[src/design/fvkxc_pkg.sv]
// fvkxc_pkg: shared types, constants and helpers for the keystream xor cipher
// no dependencies; imported by fvkxc_cfg_regs, fvkxc_keygen and the top level

package fvkxc_pkg;

	localparam int CFG_INDEX_BITS = 2;
	localparam int CFG_DATA_BITS  = 64;
	localparam int KEY_BITS       = 128;
	localparam int STATE_BITS     = 64;

	// configuration register indexes
	localparam logic [CFG_INDEX_BITS-1:0] REG_KEY_LOW  = 2'd0;
	localparam logic [CFG_INDEX_BITS-1:0] REG_KEY_HIGH = 2'd1;
	localparam logic [CFG_INDEX_BITS-1:0] REG_VARIANT  = 2'd2;

	// generator selection
	typedef enum logic [1:0] {
		VAR_ROLL     = 2'd0,
		VAR_LCG      = 2'd1,
		VAR_MUL31    = 2'd2,
		VAR_XORSHIFT = 2'd3
	} variant_t;

	typedef struct packed {
		logic [KEY_BITS-1:0] key;
		variant_t            variant;
	} cfg_t;

	// generator constants
	localparam logic [7:0]  SEED_ROLL_XOR  = 8'hA5;
	localparam logic [7:0]  ROLL_OUT_XOR   = 8'h5A;
	localparam logic [31:0] SEED_LCG_XOR   = 32'hC3A5C85C;
	localparam logic [31:0] LCG_MUL        = 32'd1664525;
	localparam logic [31:0] LCG_ADD        = 32'd1013904223;
	localparam logic [7:0]  ROLL_POS_MUL   = 8'd13;
	localparam logic [7:0]  LCG_POS_MUL    = 8'd7;
	localparam logic [7:0]  MUL31_FACTOR   = 8'd31;
	localparam logic [3:0]  XS_POS_MUL     = 4'd3;
	localparam int          XS_SHIFT_A     = 13;
	localparam int          XS_SHIFT_B     = 7;
	localparam int          XS_SHIFT_C     = 17;

	// key byte idx of the 128-bit key, byte 0 in bits 7:0
	function automatic logic [7:0] key_byte(input logic [KEY_BITS-1:0] key,
			input logic [3:0] idx);
		return key[{idx, 3'b000} +: 8];
	endfunction

endpackage

[src/design/fvkxc_cfg_regs.sv]
// fvkxc_cfg_regs: key and variant registers behind the plain write port
// depends on fvkxc_pkg

module fvkxc_cfg_regs
	import fvkxc_pkg::*;
(
	input  logic                      clk,
	input  logic                      arst_n,
	input  logic                      cfg_we,
	input  logic [CFG_INDEX_BITS-1:0] cfg_index,
	input  logic [CFG_DATA_BITS-1:0]  cfg_data,
	output cfg_t                      cfg
);

	logic [63:0] key_low_q;
	logic [63:0] key_high_q;
	variant_t    variant_q;

	always_ff @(posedge clk or negedge arst_n) begin
		if (!arst_n) begin
			key_low_q  <= '0;
			key_high_q <= '0;
			variant_q  <= VAR_ROLL;
		end else if (cfg_we) begin
			unique case (cfg_index)
				REG_KEY_LOW:  key_low_q  <= cfg_data;
				REG_KEY_HIGH: key_high_q <= cfg_data;
				REG_VARIANT:  variant_q  <= variant_t'(cfg_data[1:0]);
				default: ;
			endcase
		end
	end

	assign cfg.key     = {key_high_q, key_low_q};
	assign cfg.variant = variant_q;

endmodule

[src/design/fvkxc_keygen.sv]
// fvkxc_keygen: seeding and one keystream step for all four generators
// depends on fvkxc_pkg; purely combinational, sits between the input and result registers

module fvkxc_keygen
	import fvkxc_pkg::*;
#(
	parameter int POSITION_BITS = 32
) (
	input  cfg_t                     cfg,
	input  logic                     seed_now,
	input  logic [STATE_BITS-1:0]    gen_state,
	input  logic [POSITION_BITS-1:0] pos,
	input  logic [31:0]              fid,
	output logic [7:0]               ks_byte,
	output logic [STATE_BITS-1:0]    gen_next
);

	logic [63:0]          pos64;
	logic [STATE_BITS-1:0] seed_val;
	logic [STATE_BITS-1:0] cur;
	logic [7:0]           kb0;
	logic [7:0]           kb1;
	logic [7:0]           kb7;
	logic [7:0]           kb_pos;
	logic [7:0]           kb_sum;
	logic [7:0]           kb_tri;
	logic [7:0]           roll;

	// rolling-byte mix
	logic [7:0]  v0_mix;
	logic [7:0]  v0_k;
	// lcg
	logic [31:0] v1_s;
	logic [7:0]  v1_mix;
	logic [7:0]  v1_k;
	// multiply-by-31 roll
	logic [7:0]  v2_k;
	logic [7:0]  v2_roll;
	// xorshift with feedback
	logic [63:0] xs_a;
	logic [63:0] xs_b;
	logic [63:0] xs_c;
	logic [63:0] xs_sh;
	logic [7:0]  v3_k;

	assign pos64 = 64'(pos);

	assign kb0    = key_byte(cfg.key, 4'd0);
	assign kb1    = key_byte(cfg.key, 4'd1);
	assign kb7    = key_byte(cfg.key, 4'd7);
	assign kb_pos = key_byte(cfg.key, pos64[3:0]);
	assign kb_sum = key_byte(cfg.key, 4'(pos64[3:0] + fid[3:0]));
	assign kb_tri = key_byte(cfg.key, 4'(pos64[3:0] * XS_POS_MUL + fid[3:0]));

	always_comb begin
		unique case (cfg.variant)
			VAR_ROLL:     seed_val = {56'd0, fid[7:0] ^ kb0 ^ SEED_ROLL_XOR};
			VAR_LCG:      seed_val = {32'd0, fid ^ SEED_LCG_XOR};
			VAR_MUL31:    seed_val = {56'd0, kb7 ^ fid[7:0]};
			VAR_XORSHIFT: seed_val = {kb0, kb1, 16'd0, fid};
			default:      seed_val = '0;
		endcase
	end

	assign cur  = seed_now ? seed_val : gen_state;
	assign roll = cur[7:0];

	assign v0_mix = 8'(pos64[7:0] * ROLL_POS_MUL + fid[7:0]);
	assign v0_k   = kb_pos ^ roll ^ v0_mix;

	assign v1_s   = 32'(cur[31:0] * LCG_MUL + LCG_ADD + 32'(kb_pos));
	assign v1_mix = 8'(pos64[7:0] * LCG_POS_MUL + fid[7:0]);
	assign v1_k   = v1_s[31:24] ^ v1_mix;

	assign v2_k    = 8'(kb_sum + roll + pos64[9:2]);
	assign v2_roll = 8'(roll * MUL31_FACTOR + v2_k) ^ kb_pos;

	assign xs_a  = cur ^ (cur << XS_SHIFT_A);
	assign xs_b  = xs_a ^ (xs_a >> XS_SHIFT_B);
	assign xs_c  = xs_b ^ (xs_b << XS_SHIFT_C);
	assign xs_sh = xs_c >> pos64[2:0];
	assign v3_k  = xs_sh[7:0] ^ kb_tri;

	always_comb begin
		unique case (cfg.variant)
			VAR_ROLL: begin
				ks_byte  = v0_k;
				gen_next = {56'd0, 8'(roll + v0_k) ^ ROLL_OUT_XOR};
			end
			VAR_LCG: begin
				ks_byte  = v1_k;
				gen_next = {32'd0, v1_s};
			end
			VAR_MUL31: begin
				ks_byte  = v2_k;
				gen_next = {56'd0, v2_roll};
			end
			VAR_XORSHIFT: begin
				ks_byte  = v3_k;
				gen_next = xs_c + 64'(v3_k) + pos64;
			end
			default: begin
				ks_byte  = '0;
				gen_next = '0;
			end
		endcase
	end

endmodule

[src/design/four_variant_keystream_xor_cipher.sv]
// four_variant_keystream_xor_cipher: top level of the keystream xor cipher
// depends on fvkxc_pkg, fvkxc_cfg_regs and fvkxc_keygen
//
// channel  | handshake          | payload
// ---------+--------------------+--------------------------------------
// input    | in_valid/in_ready  | data_in[7:0], message_id[31:0], last_in
// output   | out_valid/out_ready| data_out[7:0], last_out
// config   | cfg_we             | cfg_index[1:0], cfg_data[63:0]
//
// one word per cycle sustained while out_ready is high; a word lands in the
// input register at the edge that accepts it, moves on to the result register
// when that is free, and leaves from there while out_ready is high
// the keystream step runs between input register and result register and the
// generator state and position are written in the same cycle, so the next
// word sees them at once; the longest path is the lcg multiply-add
// reset clears configuration, position, generator state and both valid flags;
// nothing needs a clearing pass
// with out_ready low the result register holds, the input register fills
// behind it, then in_ready drops

module four_variant_keystream_xor_cipher
	import fvkxc_pkg::*;
#(
	parameter int POSITION_BITS = 32
) (
	input  logic                      clk,
	input  logic                      arst_n,
	// input channel
	input  logic                      in_valid,
	output logic                      in_ready,
	input  logic [7:0]                data_in,
	input  logic [31:0]               message_id,
	input  logic                      last_in,
	// output channel
	output logic                      out_valid,
	input  logic                      out_ready,
	output logic [7:0]                data_out,
	output logic                      last_out,
	// configuration write port
	input  logic                      cfg_we,
	input  logic [CFG_INDEX_BITS-1:0] cfg_index,
	input  logic [CFG_DATA_BITS-1:0]  cfg_data
);

	cfg_t cfg;

	// input register
	logic        valid_s1;
	logic [7:0]  data_s1;
	logic [31:0] id_s1;
	logic        last_s1;

	// result register
	logic        valid_s2;
	logic [7:0]  data_s2;
	logic        last_s2;

	// per-message state
	logic [POSITION_BITS-1:0] pos_q;
	logic [STATE_BITS-1:0]    gen_q;
	logic                     in_msg_q;

	logic                  s2_free;
	logic                  advance;
	logic                  take_in;
	logic [7:0]            ks_byte;
	logic [STATE_BITS-1:0] gen_next;

	fvkxc_cfg_regs u_cfg (
		.clk       (clk),
		.arst_n    (arst_n),
		.cfg_we    (cfg_we),
		.cfg_index (cfg_index),
		.cfg_data  (cfg_data),
		.cfg       (cfg)
	);

	// keystream step for the word in the input register
	fvkxc_keygen #(
		.POSITION_BITS (POSITION_BITS)
	) u_keygen (
		.cfg       (cfg),
		.seed_now  (!in_msg_q),
		.gen_state (gen_q),
		.pos       (pos_q),
		.fid       (id_s1),
		.ks_byte   (ks_byte),
		.gen_next  (gen_next)
	);

	// result register can load when empty or being drained this cycle
	assign s2_free  = !valid_s2 || out_ready;
	assign advance  = valid_s1 && s2_free;
	assign in_ready = !valid_s1 || s2_free;
	assign take_in  = in_valid && in_ready;

	always_ff @(posedge clk or negedge arst_n) begin
		if (!arst_n) begin
			valid_s1 <= 1'b0;
		end else if (in_ready) begin
			valid_s1 <= in_valid;
		end
	end

	always_ff @(posedge clk) begin
		if (take_in) begin
			data_s1 <= data_in;
			id_s1   <= message_id;
			last_s1 <= last_in;
		end
	end

	always_ff @(posedge clk or negedge arst_n) begin
		if (!arst_n) begin
			valid_s2 <= 1'b0;
		end else if (s2_free) begin
			valid_s2 <= valid_s1;
		end
	end

	always_ff @(posedge clk) begin
		if (advance) begin
			data_s2 <= data_s1 ^ ks_byte;
			last_s2 <= last_s1;
		end
	end

	// position and generator move on as each word leaves the input register;
	// the last word of a message sends both back to the start
	always_ff @(posedge clk or negedge arst_n) begin
		if (!arst_n) begin
			pos_q    <= '0;
			gen_q    <= '0;
			in_msg_q <= 1'b0;
		end else if (advance) begin
			gen_q <= gen_next;
			if (last_s1) begin
				pos_q    <= '0;
				in_msg_q <= 1'b0;
			end else begin
				pos_q    <= pos_q + POSITION_BITS'(1);
				in_msg_q <= 1'b1;
			end
		end
	end

	assign out_valid = valid_s2;
	assign data_out  = data_s2;
	assign last_out  = last_s2;

endmodule

[config.mk]
export PLATFORM = sky130hd
export DESIGN_NAME = four_variant_keystream_xor_cipher
export DESIGN_NICKNAME = d
export VERILOG_FILES = /design/src/design/fvkxc_pkg.sv /design/src/design/fvkxc_cfg_regs.sv /design/src/design/fvkxc_keygen.sv /design/src/design/four_variant_keystream_xor_cipher.sv
export SDC_FILE = /design/constraint.sdc
export NUM_CORES = 2
export LEC_CHECK = 0
export ABC_CLOCK_PERIOD_IN_PS = 7940
export BUFFER_PORTS_ARGS = -buffer_cell sky130_fd_sc_hd__clkbuf_2
export CORE_MARGIN = 1
export CORE_UTILIZATION = 30
export CTS_BUF_LIST = sky130_fd_sc_hd__clkbuf_16
export CTS_CLUSTER_SIZE = 30
export DETAILED_ROUTE_END_ITERATION = 8
export PLACE_DENSITY = 0.46
export SYNTH_ARGS = -nofsm -noshare
export SYNTH_HDL_FRONTEND = slang
export SYNTH_SLANG_ARGS = --single-unit
export TNS_END_PERCENT = 1
[constraint.sdc]
create_clock -name clk -period 7.94 [get_ports clk]
set_input_delay 0.794 -clock clk [delete_from_list [all_inputs] [get_ports clk]]
set_output_delay 0.794 -clock clk [all_outputs]
set_load 0.05 [all_outputs]
Word level (Yosys, flattened, before mapping)
Index checks and enable logic that the tools add are counted.
{ "totals": {"ff_bits": 279, "inputBits": 112, "out_inout_bits": 11, "word_cells": 71} }
{ "classes": {"n_addsub": 13, "mul": 5, "n_eq_ne": 5, "shift": 4, "mux": 6, "bitwise": 14, "reduce_logical": 11} }
{ "op_table": {"columns": ["cell", "n"], "rows": [
  ["case mux 64 bit (4 select lines)", 2],
  ["variable part select 128 x 8 -> 8 bit", 3],
  ["XOR 64 bit", 2],
  ["adder 64 x 32 -> 64 bit", 1],
  ["adder 64 x 8 -> 64 bit", 1],
  ["two-way mux 64 bit", 1],
  ["right shift 64 x 3 -> 8 bit", 1],
  ["XOR 64 x 57 -> 64 bit", 1],
  ["XOR 8 bit", 8],
  ["adder 8 bit", 6],
  ["adder 32 x 1 -> 32 bit, second input constant", 1],
  ["adder 32 x 30 -> 32 bit, second input constant", 1],
  ["adder 32 x 8 -> 32 bit", 1],
  ["multiplier 32 x 21 -> 32 bit, second input constant", 1],
  ["two-way mux 32 bit", 1],
  ["case mux 8 bit (4 select lines)", 1],
  ["inverter 15 bit", 1],
  ["adder 4 bit", 2],
  ["multiplier 8 x 3 -> 8 bit, second input constant", 1],
  ["multiplier 8 x 4 -> 8 bit, second input constant", 1],
  ["multiplier 8 x 5 -> 8 bit, second input constant", 1],
  ["inverter 4 bit", 2],
  ["equality test 2 bit, second input constant", 3],
  ["AND reduction 2 bit", 3],
  ["other kinds (7)", 12]
]} }

Depth between registers and ports, before layout
{ "logic_depth": {"word_depth": 12, "depth_mapped": 35} }

Cells and area by module
Synthesis repeated with hierarchy kept, for this count alone.
{ "hier_totals": {"cells_unflattened": 3184, "area_unflattened_um2": 32646.3} }
{ "modules_own_cells": {"columns": ["module", "n_inst", "cells_each", "area_per_inst_um2"], "rows": [
  ["fvkxc_keygen", 1, 2347, 21395.5],
  ["four_variant_keystream_xor_cipher", 1, 560, 5999.5],
  ["fvkxc_cfg_regs", 1, 277, 5251.3]
]} }

Worst setup path before layout
No wires, ideal clock.
{ "synth_timing": {"path_kind": "register to register", "start": "register u_cfg.variant_q[0]", "end": "register data_s2[7], in the netlist data_out[7] (data pin)", "arrival_time_ps": 8424, "required_time_ps": 7680, "setup_slack_ps": -744, "path_stages_with_launch": 35, "path_buffers": 4, "synth_period_minus_slack_ps": 8684, "path_cell_list": "dfrtp_1 buf_2 buf_4 buf_2 nor3b_1 mux2i_1 o221ai_2 clkbuf_1 inv_1 ha_1 xnor2_1 inv_1 ha_1 a21o_1 fa_1 fa_1 inv_1 fa_1 inv_1 fa_1 inv_1 fa_1 inv_1 ha_1 a21o_1 a31o_2 a221oi_1 nor2_1 a211oi_1 o21ai_0 a31oi_1 xnor2_1 xnor2_1 o221ai_1 xnor2_1"} }
{ "synth_between": {"elab_chain_cells": 10} }
{ "synth_rtl": {"columns": ["element", "line_no", "source"], "rows": [
  ["from (decl)", "fvkxc_cfg_regs.sv:17", "variant_t variant_q;"],
  ["from (signal assigned)", "fvkxc_cfg_regs.sv:28", "REG_VARIANT: variant_q <= variant_t'(cfg_data[1:0]);"],
  ["branches (longest 8 deep; another with multiplier 32 x 21 -> 32 bit)", null, null],
  ["case mux 8 bit (4 select lines) (*)", "fvkxc_keygen.sv:85", "unique case (cfg.variant)"],
  ["XOR 8 bit (*)", "four_variant_keystream_xor_cipher.sv:123", "data_s2 <= data_s1 ^ ks_byte;"],
  ["to (signal assigned)", "four_variant_keystream_xor_cipher.sv:123", null],
  ["to (decl)", "four_variant_keystream_xor_cipher.sv:55", "logic [7:0] data_s2;"]
]} }
Mark *: on every way between the ends. The select of a mux whose other input is x is not followed.
A chain may end at the register's enable or synchronous reset.

Worst setup path in the final report
{ "layout_timing": {"start": "register u_cfg.variant_q[1]", "end": "register data_s2[1], in the netlist data_out[1] (data pin)"} }
Same word-level chain as after synthesis.

==> results.tsv <==
metric	value	unit
Max Clock Skew	0.0283	ns
FP Rows	117	
area overhead of the layout relative to synthesis	15.3	%
clock slew seen by the registers of the worst setup and hold paths	0.07	ns
maximum single-stage delay on the critical path	0.55	ns
proportion of netlist area held by the largest area contributor	18.6	%
Worst setup EP type	flop	
clock insertion delay at the later pin of the skew report	0.58	ns
Top Layer Used	met4	
Post-Layout Cell Count	4597	
number of I/O port buffers	122	
post-placement cell count	4531	
final core occ	34.9	%
global-route wire length before repair	162	mm
compound-cell area share of the yosys netlist	9.98	%
clock tree from TritonCTS	done	
final WL	109	mm
most frequently used cell type in the post-synthesis netlist	inv_1	
remaining design rule violation count	0	
detailed-router iteration count before antenna repair	6	
total via count after detailed routing	23200	
Simple-Gate Fraction of Synth Area	7.54	%
biggest fanout along the worst timing path	21	
top cell types by occurrence after synthesis	inv_1 (385), ha_1 (294), xnor2_1 (251), dfrtp_1 (229), nand2_1 (210)	
mean instance size in the synthesized netlist	10.3	sq um
antenna viol nets, final	0	
effective utilization at floorplan	30.2	%
share of async-settable or async-resettable flops after synthesis	82.1	%
Post-Synth XOR/XNOR Area	12.4	%
Netlist cell types	77	
ratio of final minimum period to clock period	97.1	%
routed vias/inst	5.05	
critical-path cell with the highest stage delay	fa_1	
largest area contributor in the synthesized netlist	dfrtp_1	
top cells by area, synth	dfrtp_1 (19%), fa_1 (12%), ha_1 (12%)	
number of antenna violations at the first check in global routing	1	
fraction of the mapped netlist area in adder cells	24.4	%
number of warnings issued by yosys	0	
clk buf depth	3	
Post-Syn Nets	3574	
Cells after Synth	2976	
Worst EP required	8.27	ns
maximum frequency from static timing analysis	130	MHz
final critical-path required period	7.71	ns
number of levels in the clock H-tree	2	
routed wire length on met2	50.7	mm
prevailing post-synth register cell	dfrtp_1	
Horiz. Die Dim	322	microns
portion of netlist area occupied by mux cells	15.7	%
FF/Latch Area	7250	sq um
Max-Cap Viols	0	
amount of wire on met3 after detailed routing	5.04	mm
average detailed-routed wire length per instance	23.8	microns
worst min-delay path category	input port to async pin	
largest family of logic cells by synthesized area	adder cells	
First DRT Iteration DRCs	1759	
global-route usage over all layers	21.3	%
final-layout setup total negative slack	0	ns
number of setup violations in the final report	0	
type of the worst setup path	flop to flop	
library cell appearing most often on the critical path	fa_1	
core area	102000	sq um
count of filler cells inserted in the layout	10400	
vias in the first global route	23700	
number of enable flip-flop cells after synthesis	50	
number of buffers created by CTS	34	
endpoints failing hold	0	
combined area of the multi-input logic cells	21800	sq um
smallest hold slack	0.253	ns
Data arrival, critical path	8.04	ns
gr ovfl total	0	
run status	finished, final reports clean	
proportion of layout cells with a drive suffix above 1	21.4	%
Crit path buffers/inverters	7	
final weighted congestion in routability-driven placement	0.929	
DP HPWL	89.3	mm
die outline area	104000	sq um
relative slew slack	23.8	%
die outline height	322	microns
area of the mapped netlist	30800	sq um
pin count of the biggest net entering global routing	146	
Num Clock Sinks	279	
Top delay family on crit path	adder cells	
clock tree root buffer cell	clkbuf_16	
startpoint kind of the worst setup timing path	flop	
slew at the pin with the worst max-slew slack	1.13	ns
worst reg-to-reg setup slack	0.23	ns
number of top-level pins	123	
number of pins exceeding their max-slew limit in the final report	0	
M1 WL	50.9	mm
net count of the finished layout	3800	
post-cts hold buffer count	0	
total of flip-flops plus latches after synthesis	279	
sequential-to-total area share from yosys stat	23.5	%
[state kept, by name, indices dropped and copies added (netlist names)]
register and cells:
out_valid 1, valid_s1 1, last_s1 1, last_out 1
pos_q 32, u_cfg.key_low_q 64, u_cfg.variant_q 2, in_msg_q 1
u_cfg.key_high_q 64, data_s1 8, data_out 8, id_s1 32
gen_q 64
[stage by stage]
step	setup slack (ns)	area (sq um)
6_report	0.228	35500
5_1_grt	-0.0600	35500
4_1_cts	0.0653	35300
3_5_place_dp	-0.0217	34100
3_3_place_gp	0.0480	34100
2_1_floorplan	0.00735	30800
[cell type report]
| cell class | instances | share of cell area (%) |
|---|---|---|
| diodes | 2 | 0.0141 |
| clock buffers | 35 | 2.47 |
| clock inverters | 26 | 0.621 |
| inverters | 394 | 4.17 |
| multi-input cells | 2188 | 61.5 |
| flip-flops and latches | 279 | 20.4 |
| well taps | 1368 | 4.83 |
| repair buffers | 305 | 5.99 |
[metal layers]
metal,vias to the layer above,GRT usage (%)
li1,10700,-
met1,11800,30.3
met2,621,34.6
met3,108,1.80
met4,0,5.27
met5,-,0
[cells in the final DEF, fill, tap and decap left out, types with 9 or more instances in the layout]
master / count
xor2_1: 143
o21a_1: 21
mux2i_1: 45
clkbuf_16: 35
inv_1: 385
xnor2_1: 246
a21o_1: 52
o22ai_1: 10
nand2b_1: 24
clkbuf_2: 122
ha_1: 288
o21bai_1: 10
dfrtp_1: 224
buf_4: 170
nor2_1: 98
a22oi_1: 17
edfxtp_1: 50
nor3_1: 28
nand2_1: 209
a31oi_1: 12
and3_1: 15
buf_12: 10
a211oi_1: 9
o21ai_1: 9
nor2b_1: 17
nand3_1: 24
fa_1: 192
mux2_2: 133
xnor3_1: 11
o21ai_0: 130
a21oi_1: 127
mux4_2: 126
nand4_1: 21
inv_2: 10
clkinv_1: 10
o31ai_1: 25
[worst paths after layout]
check,start,endpoint,depth (start not counted)
min in group clk,data_in[1],data_s1[1],1
setup / recovery,u_cfg.variant_q[1],data_out[1],25
hold / removal,arst_n,pos_q[17],1
hold reg to reg,gen_q[55],gen_q[55],2
max in group asynchronous,arst_n,u_cfg.variant_q[1],2
setup reg to reg,u_cfg.variant_q[1],data_out[1],25
[timing repair]
action,CTS,global route
cloned,0,0
pin swaps,0,13
gates resized for setup,3,36
setup endpoints to repair,2,11
buffers inserted,0,3
[cell families after synthesis]
logic type / count (synthesis)
simple gates: 494
flops: 279
mux: 309
buf+inv: 509
xor+xnor: 411
fa+ha+maj: 486
compound gates: 488
Power is left out: the tool's default activity adds up to more than one toggle a clock period on the data nets, which glitch-free logic cannot reach.
